### src/hw/rtl/rgt_pkg.sv
// Shared types and constants for the ranked gain trial table.
// Used by rgt_cell and ranked_gain_trial_table; depends on nothing.
package rgt_pkg;

    // Width of cell positions and limits carried to the cells (covers depth 64).
    localparam int POS_W = 7;

    localparam logic [15:0] RESET_MIN_HOLD = 16'd20;

    // Cell operations.
    localparam logic [1:0] OP_HOLD = 2'd0;
    localparam logic [1:0] OP_SHL  = 2'd1;
    localparam logic [1:0] OP_INS  = 2'd2;

    // Record outcomes.
    localparam logic [1:0] OUT_NONE     = 2'd0;
    localparam logic [1:0] OUT_ADDED    = 2'd1;
    localparam logic [1:0] OUT_IMPROVED = 2'd2;
    localparam logic [1:0] OUT_KEPT     = 2'd3;

    // Configuration register indexes.
    localparam logic [2:0] CFG_MIN_HOLD = 3'd0;
    localparam logic [2:0] CFG_POS_P    = 3'd1;
    localparam logic [2:0] CFG_POS_I    = 3'd2;
    localparam logic [2:0] CFG_POS_D    = 3'd3;
    localparam logic [2:0] CFG_NEG_P    = 3'd4;
    localparam logic [2:0] CFG_NEG_I    = 3'd5;
    localparam logic [2:0] CFG_NEG_D    = 3'd6;

    typedef struct packed {
        logic [15:0] id;
        logic [15:0] p;
        logic [15:0] i;
        logic [15:0] d;
        logic [15:0] t;
    } t_rec;

    typedef struct packed {
        logic        which_list;
        logic [15:0] held_seconds;
        logic [9:0]  fresh_p;
        logic [9:0]  fresh_i;
        logic [13:0] fresh_d;
    } t_in;

    typedef struct packed {
        logic [15:0] next_id;
        logic [15:0] next_p;
        logic [15:0] next_i;
        logic [15:0] next_d;
        logic        reused_from_table;
        logic [1:0]  record_outcome;
        logic [3:0]  stored_count;
    } t_out;

    typedef struct packed {
        logic [1:0]       op;
        logic             list;
        logic [POS_W-1:0] pos;
        logic [POS_W-1:0] lim;
        t_rec             new_rec;
    } t_cell_ctl;

endpackage

### src/hw/rtl/rgt_cell.sv
// One table slot for both lists; shifts with its neighbors on command.
// Depends on rgt_pkg.
module rgt_cell #(
    parameter int IDX = 0
) (
    input  logic               i_clk,
    input  rgt_pkg::t_cell_ctl i_ctl,
    input  rgt_pkg::t_rec      i_left,
    input  rgt_pkg::t_rec      i_right,
    output rgt_pkg::t_rec      o_rec,
    output logic               o_id_eq,
    output logic               o_t_gt
);
    localparam logic [rgt_pkg::POS_W-1:0] MY_POS = rgt_pkg::POS_W'(IDX);
    localparam logic [rgt_pkg::POS_W-1:0] NX_POS = rgt_pkg::POS_W'(IDX + 1);

    rgt_pkg::t_rec r_rec [2];

    always_ff @(posedge i_clk) begin
        unique case (i_ctl.op)
            rgt_pkg::OP_SHL: begin
                if (MY_POS >= i_ctl.pos && NX_POS < i_ctl.lim) begin
                    r_rec[i_ctl.list] <= i_right;
                end
            end
            rgt_pkg::OP_INS: begin
                if (MY_POS == i_ctl.pos) begin
                    r_rec[i_ctl.list] <= i_ctl.new_rec;
                end else if (MY_POS > i_ctl.pos && MY_POS <= i_ctl.lim) begin
                    r_rec[i_ctl.list] <= i_left;
                end
            end
            default: begin
            end
        endcase
    end

    // Compare against the record being reported.
    assign o_rec   = r_rec[i_ctl.list];
    assign o_id_eq = (o_rec.id == i_ctl.new_rec.id);
    assign o_t_gt  = (o_rec.t > i_ctl.new_rec.t);

endmodule

### src/hw/rtl/ranked_gain_trial_table.sv
// Top level of the ranked gain trial table: control sequencer and cell row.
// Depends on rgt_pkg and rgt_cell.
//
// Usage:
//   Input channel i_valid/i_ready carries one report beat (list, seconds held,
//   fresh gains). Output channel o_valid/o_ready carries one result beat per
//   report: the next gain set to try, whether it was reused, the record
//   outcome and the number of entries now kept in that list.
//   Configuration: i_cfg_we/i_cfg_idx/i_cfg_data; write only while idle.
//   Index 0 loads the keep threshold of both lists, 1..6 the start gains.
// Structure:
//   A row of TABLE_DEPTH cells holds the ranked entries of both lists. Each
//   cell compares its entry with the reported set and shifts entries to or
//   from its neighbors, so removal and ranked insertion shift all at once.
// Sequencing:
//   An accepted beat passes through search, optional removal, optional
//   insertion and threshold update, then selection of the next set, which
//   raises o_valid; the sequencer then returns to idle. One report is worked
//   on at a time; a new report is taken while the previous result still waits.
// Reset:
//   Lists empty, cursors and id counter zero, threshold 20, start gains zero.
//   Table contents are not cleared; entries past the list length are unused.
// Stall:
//   A result held by a stalled receiver stays in the output register; the
//   next report stops at its selection step until the output is free.
module ranked_gain_trial_table #(
    parameter int TABLE_DEPTH = 8
) (
    input  logic           i_clk,
    input  logic           i_rst_n,
    input  logic           i_valid,
    output logic           i_ready,
    input  rgt_pkg::t_in   i_in,
    output logic           o_valid,
    input  logic           o_ready,
    output rgt_pkg::t_out  o_out,
    input  logic           i_cfg_we,
    input  logic [2:0]     i_cfg_idx,
    input  logic [15:0]    i_cfg_data
);
    localparam int LW = $clog2(TABLE_DEPTH + 1);
    localparam int IW = (TABLE_DEPTH > 1) ? $clog2(TABLE_DEPTH) : 1;
    localparam logic [LW-1:0] DEPTH_L = LW'(TABLE_DEPTH);

    localparam logic [2:0] S_IDLE = 3'd0;
    localparam logic [2:0] S_FIND = 3'd1;
    localparam logic [2:0] S_REM  = 3'd2;
    localparam logic [2:0] S_INS  = 3'd3;
    localparam logic [2:0] S_THR  = 3'd4;
    localparam logic [2:0] S_NEXT = 3'd5;

    logic [2:0]          r_state;
    rgt_pkg::t_in        r_in;
    rgt_pkg::t_rec       r_cur;
    logic [LW-1:0]       r_len    [2];
    logic [15:0]         r_short  [2];
    logic [LW-1:0]       r_cursor [2];
    rgt_pkg::t_rec       r_set    [2];
    logic [15:0]         r_counter;
    logic                r_found;
    logic [IW-1:0]       r_hit;
    logic [1:0]          r_outcome;
    rgt_pkg::t_out       r_out;
    logic                r_ovalid;

    rgt_pkg::t_cell_ctl  ctl;
    rgt_pkg::t_rec       cell_rec [TABLE_DEPTH];
    logic [TABLE_DEPTH-1:0] id_eq;
    logic [TABLE_DEPTH-1:0] t_gt;

    logic                lst;
    logic [LW-1:0]       len_l;
    logic                hit;
    logic [IW-1:0]       hit_idx;
    logic [LW-1:0]       ins_pos;
    logic [LW-1:0]       cur_l;
    rgt_pkg::t_rec       nrec;

    assign lst     = r_in.which_list;
    assign len_l   = r_len[lst];
    assign cur_l   = r_cursor[lst];
    assign i_ready = (r_state == S_IDLE);
    assign o_valid = r_ovalid;
    assign o_out   = r_out;

    // Cell row: each cell hands its entry to both neighbors.
    for (genvar g = 0; g < TABLE_DEPTH; g++) begin : g_cell
        rgt_pkg::t_rec left_rec;
        rgt_pkg::t_rec right_rec;
        if (g == 0) begin : g_first
            assign left_rec = ctl.new_rec;
        end else begin : g_mid_l
            assign left_rec = cell_rec[g-1];
        end
        if (g == TABLE_DEPTH - 1) begin : g_last
            assign right_rec = ctl.new_rec;
        end else begin : g_mid_r
            assign right_rec = cell_rec[g+1];
        end
        rgt_cell #(.IDX(g)) u_cell (
            .i_clk   (i_clk),
            .i_ctl   (ctl),
            .i_left  (left_rec),
            .i_right (right_rec),
            .o_rec   (cell_rec[g]),
            .o_id_eq (id_eq[g]),
            .o_t_gt  (t_gt[g])
        );
    end

    // First matching id and first slot whose time does not beat the report.
    always_comb begin
        hit     = 1'b0;
        hit_idx = '0;
        ins_pos = len_l;
        for (int k = TABLE_DEPTH - 1; k >= 0; k--) begin
            if (LW'(k) < len_l && id_eq[k]) begin
                hit     = 1'b1;
                hit_idx = IW'(k);
            end
            if (LW'(k) < len_l && !t_gt[k]) begin
                ins_pos = LW'(k);
            end
        end
    end

    // Drive the cell row for the removal and insertion steps.
    always_comb begin
        ctl.op      = rgt_pkg::OP_HOLD;
        ctl.list    = lst;
        ctl.pos     = rgt_pkg::POS_W'(ins_pos);
        ctl.lim     = rgt_pkg::POS_W'(len_l);
        ctl.new_rec = r_cur;
        if (r_state == S_REM) begin
            ctl.op  = rgt_pkg::OP_SHL;
            ctl.pos = rgt_pkg::POS_W'(r_hit);
        end else if (r_state == S_INS && ins_pos < DEPTH_L) begin
            ctl.op  = rgt_pkg::OP_INS;
        end
    end

    always_comb begin
        nrec = cell_rec[cur_l[IW-1:0]];
        nrec.t = '0;
    end

    always_ff @(posedge i_clk) begin
        if (!i_rst_n) begin
            r_state   <= S_IDLE;
            r_counter <= '0;
            r_ovalid  <= 1'b0;
            for (int l = 0; l < 2; l++) begin
                r_len[l]    <= '0;
                r_cursor[l] <= '0;
                r_short[l]  <= rgt_pkg::RESET_MIN_HOLD;
                r_set[l]    <= '0;
            end
        end else begin
            // Drop the delivered beat; the selection step reloads it itself.
            if (r_ovalid && o_ready && r_state != S_NEXT) begin
                r_ovalid <= 1'b0;
            end
            unique case (r_state)
                S_IDLE: begin
                    if (i_cfg_we) begin
                        unique case (i_cfg_idx)
                            rgt_pkg::CFG_MIN_HOLD: begin
                                r_short[0] <= i_cfg_data;
                                r_short[1] <= i_cfg_data;
                            end
                            rgt_pkg::CFG_POS_P: r_set[0].p <= i_cfg_data;
                            rgt_pkg::CFG_POS_I: r_set[0].i <= i_cfg_data;
                            rgt_pkg::CFG_POS_D: r_set[0].d <= i_cfg_data;
                            rgt_pkg::CFG_NEG_P: r_set[1].p <= i_cfg_data;
                            rgt_pkg::CFG_NEG_I: r_set[1].i <= i_cfg_data;
                            rgt_pkg::CFG_NEG_D: r_set[1].d <= i_cfg_data;
                            default: begin
                            end
                        endcase
                    end
                    if (i_valid) begin
                        r_in      <= i_in;
                        r_cur     <= '{id: r_set[i_in.which_list].id,
                                       p:  r_set[i_in.which_list].p,
                                       i:  r_set[i_in.which_list].i,
                                       d:  r_set[i_in.which_list].d,
                                       t:  i_in.held_seconds};
                        r_found   <= 1'b0;
                        r_outcome <= rgt_pkg::OUT_NONE;
                        r_state   <= S_FIND;
                    end
                end
                S_FIND: begin
                    if (hit) begin
                        r_found <= 1'b1;
                        r_hit   <= hit_idx;
                        if (r_cur.t > cell_rec[hit_idx].t) begin
                            r_outcome <= rgt_pkg::OUT_IMPROVED;
                            r_state   <= S_REM;
                        end else begin
                            r_outcome <= rgt_pkg::OUT_KEPT;
                            r_state   <= S_NEXT;
                        end
                    end else if (r_cur.t > r_short[lst]) begin
                        r_state <= S_INS;
                    end else begin
                        r_state <= S_NEXT;
                    end
                end
                S_REM: begin
                    r_len[lst] <= len_l - 1'b1;
                    r_state    <= S_INS;
                end
                S_INS: begin
                    // Full table with every time longer: nothing is stored.
                    if (ins_pos < DEPTH_L) begin
                        r_outcome <= r_found ? rgt_pkg::OUT_IMPROVED : rgt_pkg::OUT_ADDED;
                        if (len_l < DEPTH_L) begin
                            r_len[lst] <= len_l + 1'b1;
                        end
                    end
                    r_state <= S_THR;
                end
                S_THR: begin
                    // A full table raises or lowers the threshold to its last time.
                    if (len_l >= DEPTH_L) begin
                        r_short[lst] <= cell_rec[TABLE_DEPTH-1].t;
                    end
                    r_state <= S_NEXT;
                end
                S_NEXT: begin
                    if (!r_ovalid || o_ready) begin
                        if (cur_l < len_l) begin
                            r_set[lst]              <= nrec;
                            r_cursor[lst]           <= cur_l + 1'b1;
                            r_out.next_id           <= nrec.id;
                            r_out.next_p            <= nrec.p;
                            r_out.next_i            <= nrec.i;
                            r_out.next_d            <= nrec.d;
                            r_out.reused_from_table <= 1'b1;
                        end else begin
                            r_counter               <= r_counter + 1'b1;
                            r_set[lst].id           <= r_counter + 1'b1;
                            r_set[lst].p            <= 16'(r_in.fresh_p);
                            r_set[lst].i            <= 16'(r_in.fresh_i);
                            r_set[lst].d            <= 16'(r_in.fresh_d);
                            r_set[lst].t            <= '0;
                            r_cursor[lst]           <= '0;
                            r_out.next_id           <= r_counter + 1'b1;
                            r_out.next_p            <= 16'(r_in.fresh_p);
                            r_out.next_i            <= 16'(r_in.fresh_i);
                            r_out.next_d            <= 16'(r_in.fresh_d);
                            r_out.reused_from_table <= 1'b0;
                        end
                        r_out.record_outcome <= r_outcome;
                        r_out.stored_count   <= 4'(len_l);
                        r_ovalid             <= 1'b1;
                        r_state              <= S_IDLE;
                    end
                end
                default: begin
                    r_state <= S_IDLE;
                end
            endcase
        end
    end

    // Lists never grow past the table.
    a_len_bound: assert property (@(posedge i_clk) disable iff (!i_rst_n)
        r_len[0] <= DEPTH_L && r_len[1] <= DEPTH_L)
        else $error("list length exceeds table depth");

    // Cursor never runs past the table.
    a_cursor_bound: assert property (@(posedge i_clk) disable iff (!i_rst_n)
        r_cursor[0] <= DEPTH_L && r_cursor[1] <= DEPTH_L)
        else $error("reuse cursor past table depth");

    // An accepted report starts with the search step.
    a_accept_find: assert property (@(posedge i_clk) disable iff (!i_rst_n)
        i_valid && i_ready |=> r_state == S_FIND)
        else $error("accepted report did not start search");

    // A finished result is never overwritten while the receiver stalls.
    a_no_overwrite: assert property (@(posedge i_clk) disable iff (!i_rst_n)
        r_ovalid && !o_ready |=> r_ovalid && $stable(r_out))
        else $error("stalled result changed");

endmodule

### config.mk
export PLATFORM = sky130hd
export DESIGN_NAME = ranked_gain_trial_table
export DESIGN_NICKNAME = d
export VERILOG_FILES = /design/src/hw/rtl/rgt_pkg.sv /design/src/hw/rtl/rgt_cell.sv /design/src/hw/rtl/ranked_gain_trial_table.sv
export SDC_FILE = /design/constraint.sdc
export NUM_CORES = 2
export LEC_CHECK = 0
export ABC_CLOCK_PERIOD_IN_PS = 12900
export CAP_MARGIN = 20
export CORE_UTILIZATION = 28
export DETAILED_ROUTE_END_ITERATION = 6
export DONT_BUFFER_PORTS = 1
export GPL_TIMING_DRIVEN = 0
export HOLD_SLACK_MARGIN = 0.05
export PLACE_DENSITY_LB_ADDON = 0.1
export SYNTH_ARGS = -nofsm -noshare
export SYNTH_HDL_FRONTEND = slang
export SYNTH_SLANG_ARGS = --single-unit
### constraint.sdc
create_clock -name i_clk -period 12.9 [get_ports i_clk]
set_clock_uncertainty 0.2 [all_clocks]
set_input_delay 1.29 -clock i_clk [delete_from_list [all_inputs] [get_ports i_clk]]
set_output_delay 1.29 -clock i_clk [all_outputs]
set_load 0.1 [all_outputs]
# Word-level counts from Yosys, hierarchy flattened
# Memory sizes are Yosys's and may differ from the RTL's. A register that Yosys moved wholly into a read port is not among the register bits.
# Index checks and enable logic that the tools add are counted.
[totals] reg_bits=148 latch_bits=0 ramBits=1456 romBits=0 inputBits=75 output_inout_bits=73 wordCells=463 n_memories=12
[classes] add_sub_neg=4 multipliers=0 div_mod_pow=0 magnitude_cmp=56 n_eq_ne=33 n_shift=0 n_mux=243 n_bitwise=33 n_reduce_logical=61
[memory_table] memory="g_cell[0].u_cell.r_rec" words=2 word_bits=80 read_ports=1 rd_ports_with_merged_regs=1 write_ports=1 line_no="rgt_cell.sv:17" text="rgt_pkg::t_rec r_rec [2];"
[memory_table] memory="g_cell[1].u_cell.r_rec" words=2 word_bits=80 read_ports=1 rd_ports_with_merged_regs=1 write_ports=1 line_no="rgt_cell.sv:17"
[memory_table] memory="g_cell[2].u_cell.r_rec" words=2 word_bits=80 read_ports=1 rd_ports_with_merged_regs=1 write_ports=1 line_no="rgt_cell.sv:17"
[memory_table] memory="g_cell[3].u_cell.r_rec" words=2 word_bits=80 read_ports=1 rd_ports_with_merged_regs=1 write_ports=1 line_no="rgt_cell.sv:17"
[memory_table] memory="g_cell[4].u_cell.r_rec" words=2 word_bits=80 read_ports=1 rd_ports_with_merged_regs=1 write_ports=1 line_no="rgt_cell.sv:17"
[memory_table] memory="g_cell[5].u_cell.r_rec" words=2 word_bits=80 read_ports=1 rd_ports_with_merged_regs=1 write_ports=1 line_no="rgt_cell.sv:17"
[memory_table] memory="+6 memories"
[ops] operator="$mux W80" count=18
[ops] operator="$bmux W80 S3" count=2
[ops] operator="$mux W16" count=15
[ops] operator="$mux W1" count=170
[ops] operator="$gt A16 B16 Y1" count=10
[ops] operator="$eq A16 B16 Y1" count=8
[ops] operator="$mux W65" count=1
[ops] operator="$mux W64" count=1
[ops] operator="$reduce_or A64 Y1" count=1
[ops] operator="$mux W4" count=14
[ops] operator="$mux W3" count=13
[ops] operator="$logic_and A1 B1 Y1" count=35
[ops] operator="$lt A3 B4 Y1 const A" count=8
[ops] operator="$or A1 B1 Y1" count=30
[ops] operator="$pmux W3 S6" count=1
[ops] operator="$add A16 B1 Y16 const B" count=1
[ops] operator="$eq A3 B4 Y1 const A" count=4
[ops] operator="$ge A3 B4 Y1 const A" count=4
[ops] operator="$gt A3 B4 Y1 const A" count=4
[ops] operator="$le A3 B4 Y1 const A" count=4
[ops] operator="$lt A2 B4 Y1 const A" count=4
[ops] operator="$reduce_or A16 Y1" count=1
[ops] operator="$eq A3 B3 Y1 const B" count=5
[ops] operator="$eq A3 B2 Y1 const B" count=4
[ops] operator="37 further kinds" count=72

# Longest topological paths before layout
[depth] word_depth=20 mapped_depth=28 mapped_depth_nobuf=24

# By module
# Synthesis repeated with hierarchy kept, for this count alone.
[unflattened] cells_unflattened=7007 area_unflattened_um2=89201.8
[modules_own_cells] mod="ranked_gain_trial_table" n_inst=1 cells_per_inst=2390 area_per_inst_um2=22506.6 seq_area_each_um2=11471.0
[modules_own_cells] mod="rgt_cell at g_cell[1].u_cell" n_inst=1 cells_per_inst=812 area_per_inst_um2=9450.3 seq_area_each_um2=4804.6
[modules_own_cells] mod="rgt_cell at g_cell[7].u_cell" n_inst=1 cells_per_inst=517 area_per_inst_um2=8665.8 seq_area_each_um2=4804.6
[modules_own_cells] mod="rgt_cell at g_cell[2].u_cell" n_inst=1 cells_per_inst=515 area_per_inst_um2=8394.3 seq_area_each_um2=4804.6
[modules_own_cells] mod="rgt_cell at g_cell[3].u_cell" n_inst=1 cells_per_inst=530 area_per_inst_um2=8161.6 seq_area_each_um2=4804.6
[modules_own_cells] mod="rgt_cell at g_cell[5].u_cell" n_inst=1 cells_per_inst=607 area_per_inst_um2=8142.8 seq_area_each_um2=4804.6
[modules_own_cells] mod="rgt_cell at g_cell[6].u_cell" n_inst=1 cells_per_inst=606 area_per_inst_um2=8122.8 seq_area_each_um2=4804.6
[modules_own_cells] mod="rgt_cell at g_cell[4].u_cell" n_inst=1 cells_per_inst=605 area_per_inst_um2=8061.5 seq_area_each_um2=4804.6
[modules_own_cells] mod="rgt_cell at g_cell[0].u_cell" n_inst=1 cells_per_inst=425 area_per_inst_um2=7696.1 seq_area_each_um2=4804.6

# Least setup slack after synthesis
# OpenSTA, ideal clock, no wires.
[synth_timing] kind="flip-flop to flip-flop" startpoint="register with a tool-made name" endpoint="memory g_cell[0].u_cell.r_rec[0][0] (netlist name), enable pin" setup_ns=0.616 arrival_time_ns=10.335 t_required_ns=12.084 slack_ns=1.749 path_stages_with_launch=24 n_path_buf=11 synth_period_minus_slack_ns=11.151 path_cell_list="dfxtp_1 > buf_2 > buf_6 > buf_6 > buf_4 > buf_4 > buf_2 > buf_2 > buf_2 > buf_4 > buf_2 > mux2_2 > ha_1 > nand4_1 > or4_1 > a21oi_1 > nor4_4 > nor4b_4 > a21oi_1 > o21a_1 > buf_2 > nor2_1 > a21oi_1 > nor3_1"
[synth_rtl] element="to (decl)" line_no="rgt_cell.sv:17"

==> results.py <==
metrics = {
    "status": {
        "outcome": "complete, no violations",
    },
    "sta": {
        "drv_slew": 0,
        "fmax_mhz": 81.4,
        "rsz0062_at_grt": "false",
        "max_slew.worst_pin.slew_ns": 1.34,
        "fin_ws_ns": 0.611,
        "fin_crit_sh_pct": 95.3,
        "slew_headroom_pct": 10.1,
        "fin_crit_ns": 12.29,
        "hold_viol": 0,
        "setup_violations": 0,
    },
    "setup_path": {
        "path_class": "flip-flop to flip-flop",
        "path_delay_family": "buffers and inverters",
        "startpoint_type": "flip-flop",
        "crit_fanout": 14,
        "cp.required_ns": 13.29,
        "critPathMostFrequentCell": "buf_2",
        "path_buf_inv": 16,
        "end_kind": "flip-flop",
        "max_stage_delay_ns": 0.77,
        "critPathSlowestCell": "nor3_1",
        "cp.arrival_ns": 12.68,
    },
    "logic_synthesis": {
        "synth-seq-area-share_pct": 59.4,
        "netlist_instances": 7021,
        "yosysTopAreaCell": "edfxtp_1",
        "synth_edf_count": 1648,
        "yosysWarningCount": 0,
        "synth-seq-cells": 1669,
        "synthesis.nets": 7266,
        "avgSynthCellArea_um2": 12.0,
        "synth_top_area_share_pct": 58.9,
        "netlist-cell-type-count": 88,
        "synth.top_cells.by_count": "edfxtp_1, nand2_1, mux2i_1",
        "yosys-top-cells-area": "edfxtp_1, mux2i_1, nand2_1",
        "yosysMostFrequentCell": "edfxtp_1",
        "syn_area_um2": 84000,
        "yosys_most_used_dff": "edfxtp_1",
        "async_flop_share_pct": 0,
    },
    "global_route": {
        "grt_pass1_wl_um": 582000,
        "grt_pass1_vias": 62931,
        "grt_max_degree": 52,
        "grt_overflow": 0,
        "track_usage_pct": 28.7,
        "antenna_found_initial": 41,
    },
    "power": {
        "p_leak_nw": 35.3,
        "vdd_ir_drop_max_mv": 0.0936,
        "powerDensity_nw_per_um2": 182,
    },
    "route": {
        "vias": 65548,
        "viasPerCell": 5.67,
        "firstDrtPassIters": 5,
        "routed_wl_um": 444000,
        "avgRoutedWirePerCell_um": 38.4,
        "drtIter0Drc": 8304,
        "drcViolationCount": 0,
        "antenna_left": 0,
    },
    "die": {
        "pin_count": 148,
        "die-area_um2": 302000,
        "die_w_um": 550,
        "rows": 200,
        "die_y_um": 550,
        "start_util_pct": 28.2,
        "core_um2": 298000,
    },
    "clock_tree": {
        "holdBufCountCts": 0,
        "cts_resized": 0,
        "clk_pin_slew_ns": 0.06,
        "htree_levels": 4,
        "cts_setup_buffers": 0,
        "cts_tree": "built",
        "root_buffer": "clkbuf_16",
        "cts_buffers": 207,
        "clockBufferDepth": 4,
        "cts_sinks": 1669,
        "clk_latency_ns": 0.90,
    },
    "place": {
        "io_buffers": 0,
        "hpwl_um": 334000,
        "pre_cts_ws_ns": 1.02,
        "dp_cells": 11122,
        "globalplace.congestion": 0.949,
        "post_dp_cell_area_um2": 91800,
    },
    "layout": {
        "nFillCells": 29892,
        "area_growth_pct": 17.3,
        "nets": 7649,
        "finalNonFillerCells": 11554,
        "fin_area_um2": 98500,
        "layout-drive-gt1-share_pct": 13.2,
    },
    "min_path": {
        "hp-class": "primary input to flip-flop",
    },
    "run": {
        "cap_violations": 0,
    },
}
[stage by stage]
step	hold WS [ns]	total power, W	setup TNS, ns	utilization, %
after floorplan	0.200	0.00956	0	-
after global placement	0.268	0.0121	-8734.22	29.9
after detailed placement	0.276	0.0122	0	30.9
after CTS	0.227	0.0179	0	33.0
after global routing	0.248	0.0183	0	33.1
final	0.286	0.0179	0	33.1
[report_power, final]
group,switching (W),total (W),internal (W)
logic,0.00392,0.00543,0.00150
registers,0.000262,0.00681,0.00654
clock network,0.00242,0.00569,0.00327
[cells in the final DEF (no fill, tap or decap), drive strengths merged, types with 139 or more instances in the layout]
| master | instances |
|---|---|
| buf | 410 |
| a21oi | 329 |
| nand2 | 926 |
| clkbuf | 530 |
| mux2i | 727 |
| o21ai | 573 |
| o22ai | 174 |
| nor2 | 473 |
| edfxtp | 1648 |
| ha | 170 |
| mux2 | 270 |
| nand3 | 139 |
[final cells by class]
type                            count  area [um2]  share of cell area (%)
Antenna cell                       55         138                   0.140
Inverter                          122         458                   0.465
Sequential cell                  1669       49900                    50.7
Clock inverter                    105         833                   0.846
Clock buffer                      260        5530                    5.62
Timing Repair Buffer              174        2870                    2.91
Multi-Input combinational cell   4724       31500                    32.0
Buffer                            506        2290                    2.32
Tap cell                         3939        4930                    5.00
[cells by family after synthesis]
kind of cell | after synthesis | share of synthesized area [%]
compound gates | 1632 | 12.0
flops | 1669 | 59.4
buf+inv | 628 | 3.24
xor+xnor | 158 | 1.65
fa+ha+maj | 170 | 2.53
mux | 997 | 12.3
simple gates | 1767 | 8.86
[per-layer routing]
metal | track usage [%] | vias to the layer above | share of wire [%]
li1 | - | 27269 | -
met1 | 38.8 | 33809 | 42
met2 | 43.8 | 3699 | 44
met3 | 6.06 | 759 | 8.9
met4 | 13.6 | 12 | 5.0
met5 | 0 | - | 0.017
[registers in the layout, summed over array words and instances, names as in the netlist, named ones only]
name / cells
r_found: 1
r_set: 128
ctl: 80
r_outcome: 2
r_hit: 3
r_counter: 16
o_out: 71
g_cell.u_cell.r_rec: 1280
r_short: 32
r_state: 3
r_cursor: 8
o_valid: 1
r_in: 34
lst: 1
r_len: 8
[path summary, 6_finish.rpt]
kind | cells past startpoint | to | slack [ns] | start
worst max-delay path | 27 | g_cell[3].u_cell.r_rec[1][60] | 0.61 | flip-flop
worst min-delay path | 0 | lst | 0.29 | i_in[50]
worst max register to register | 27 | g_cell[3].u_cell.r_rec[1][60] | 0.61 | flip-flop
worst min register to register | 2 | r_counter[1] | 0.29 | r_counter[1]
No activity file was read; power rests on OpenSTA's default activity.
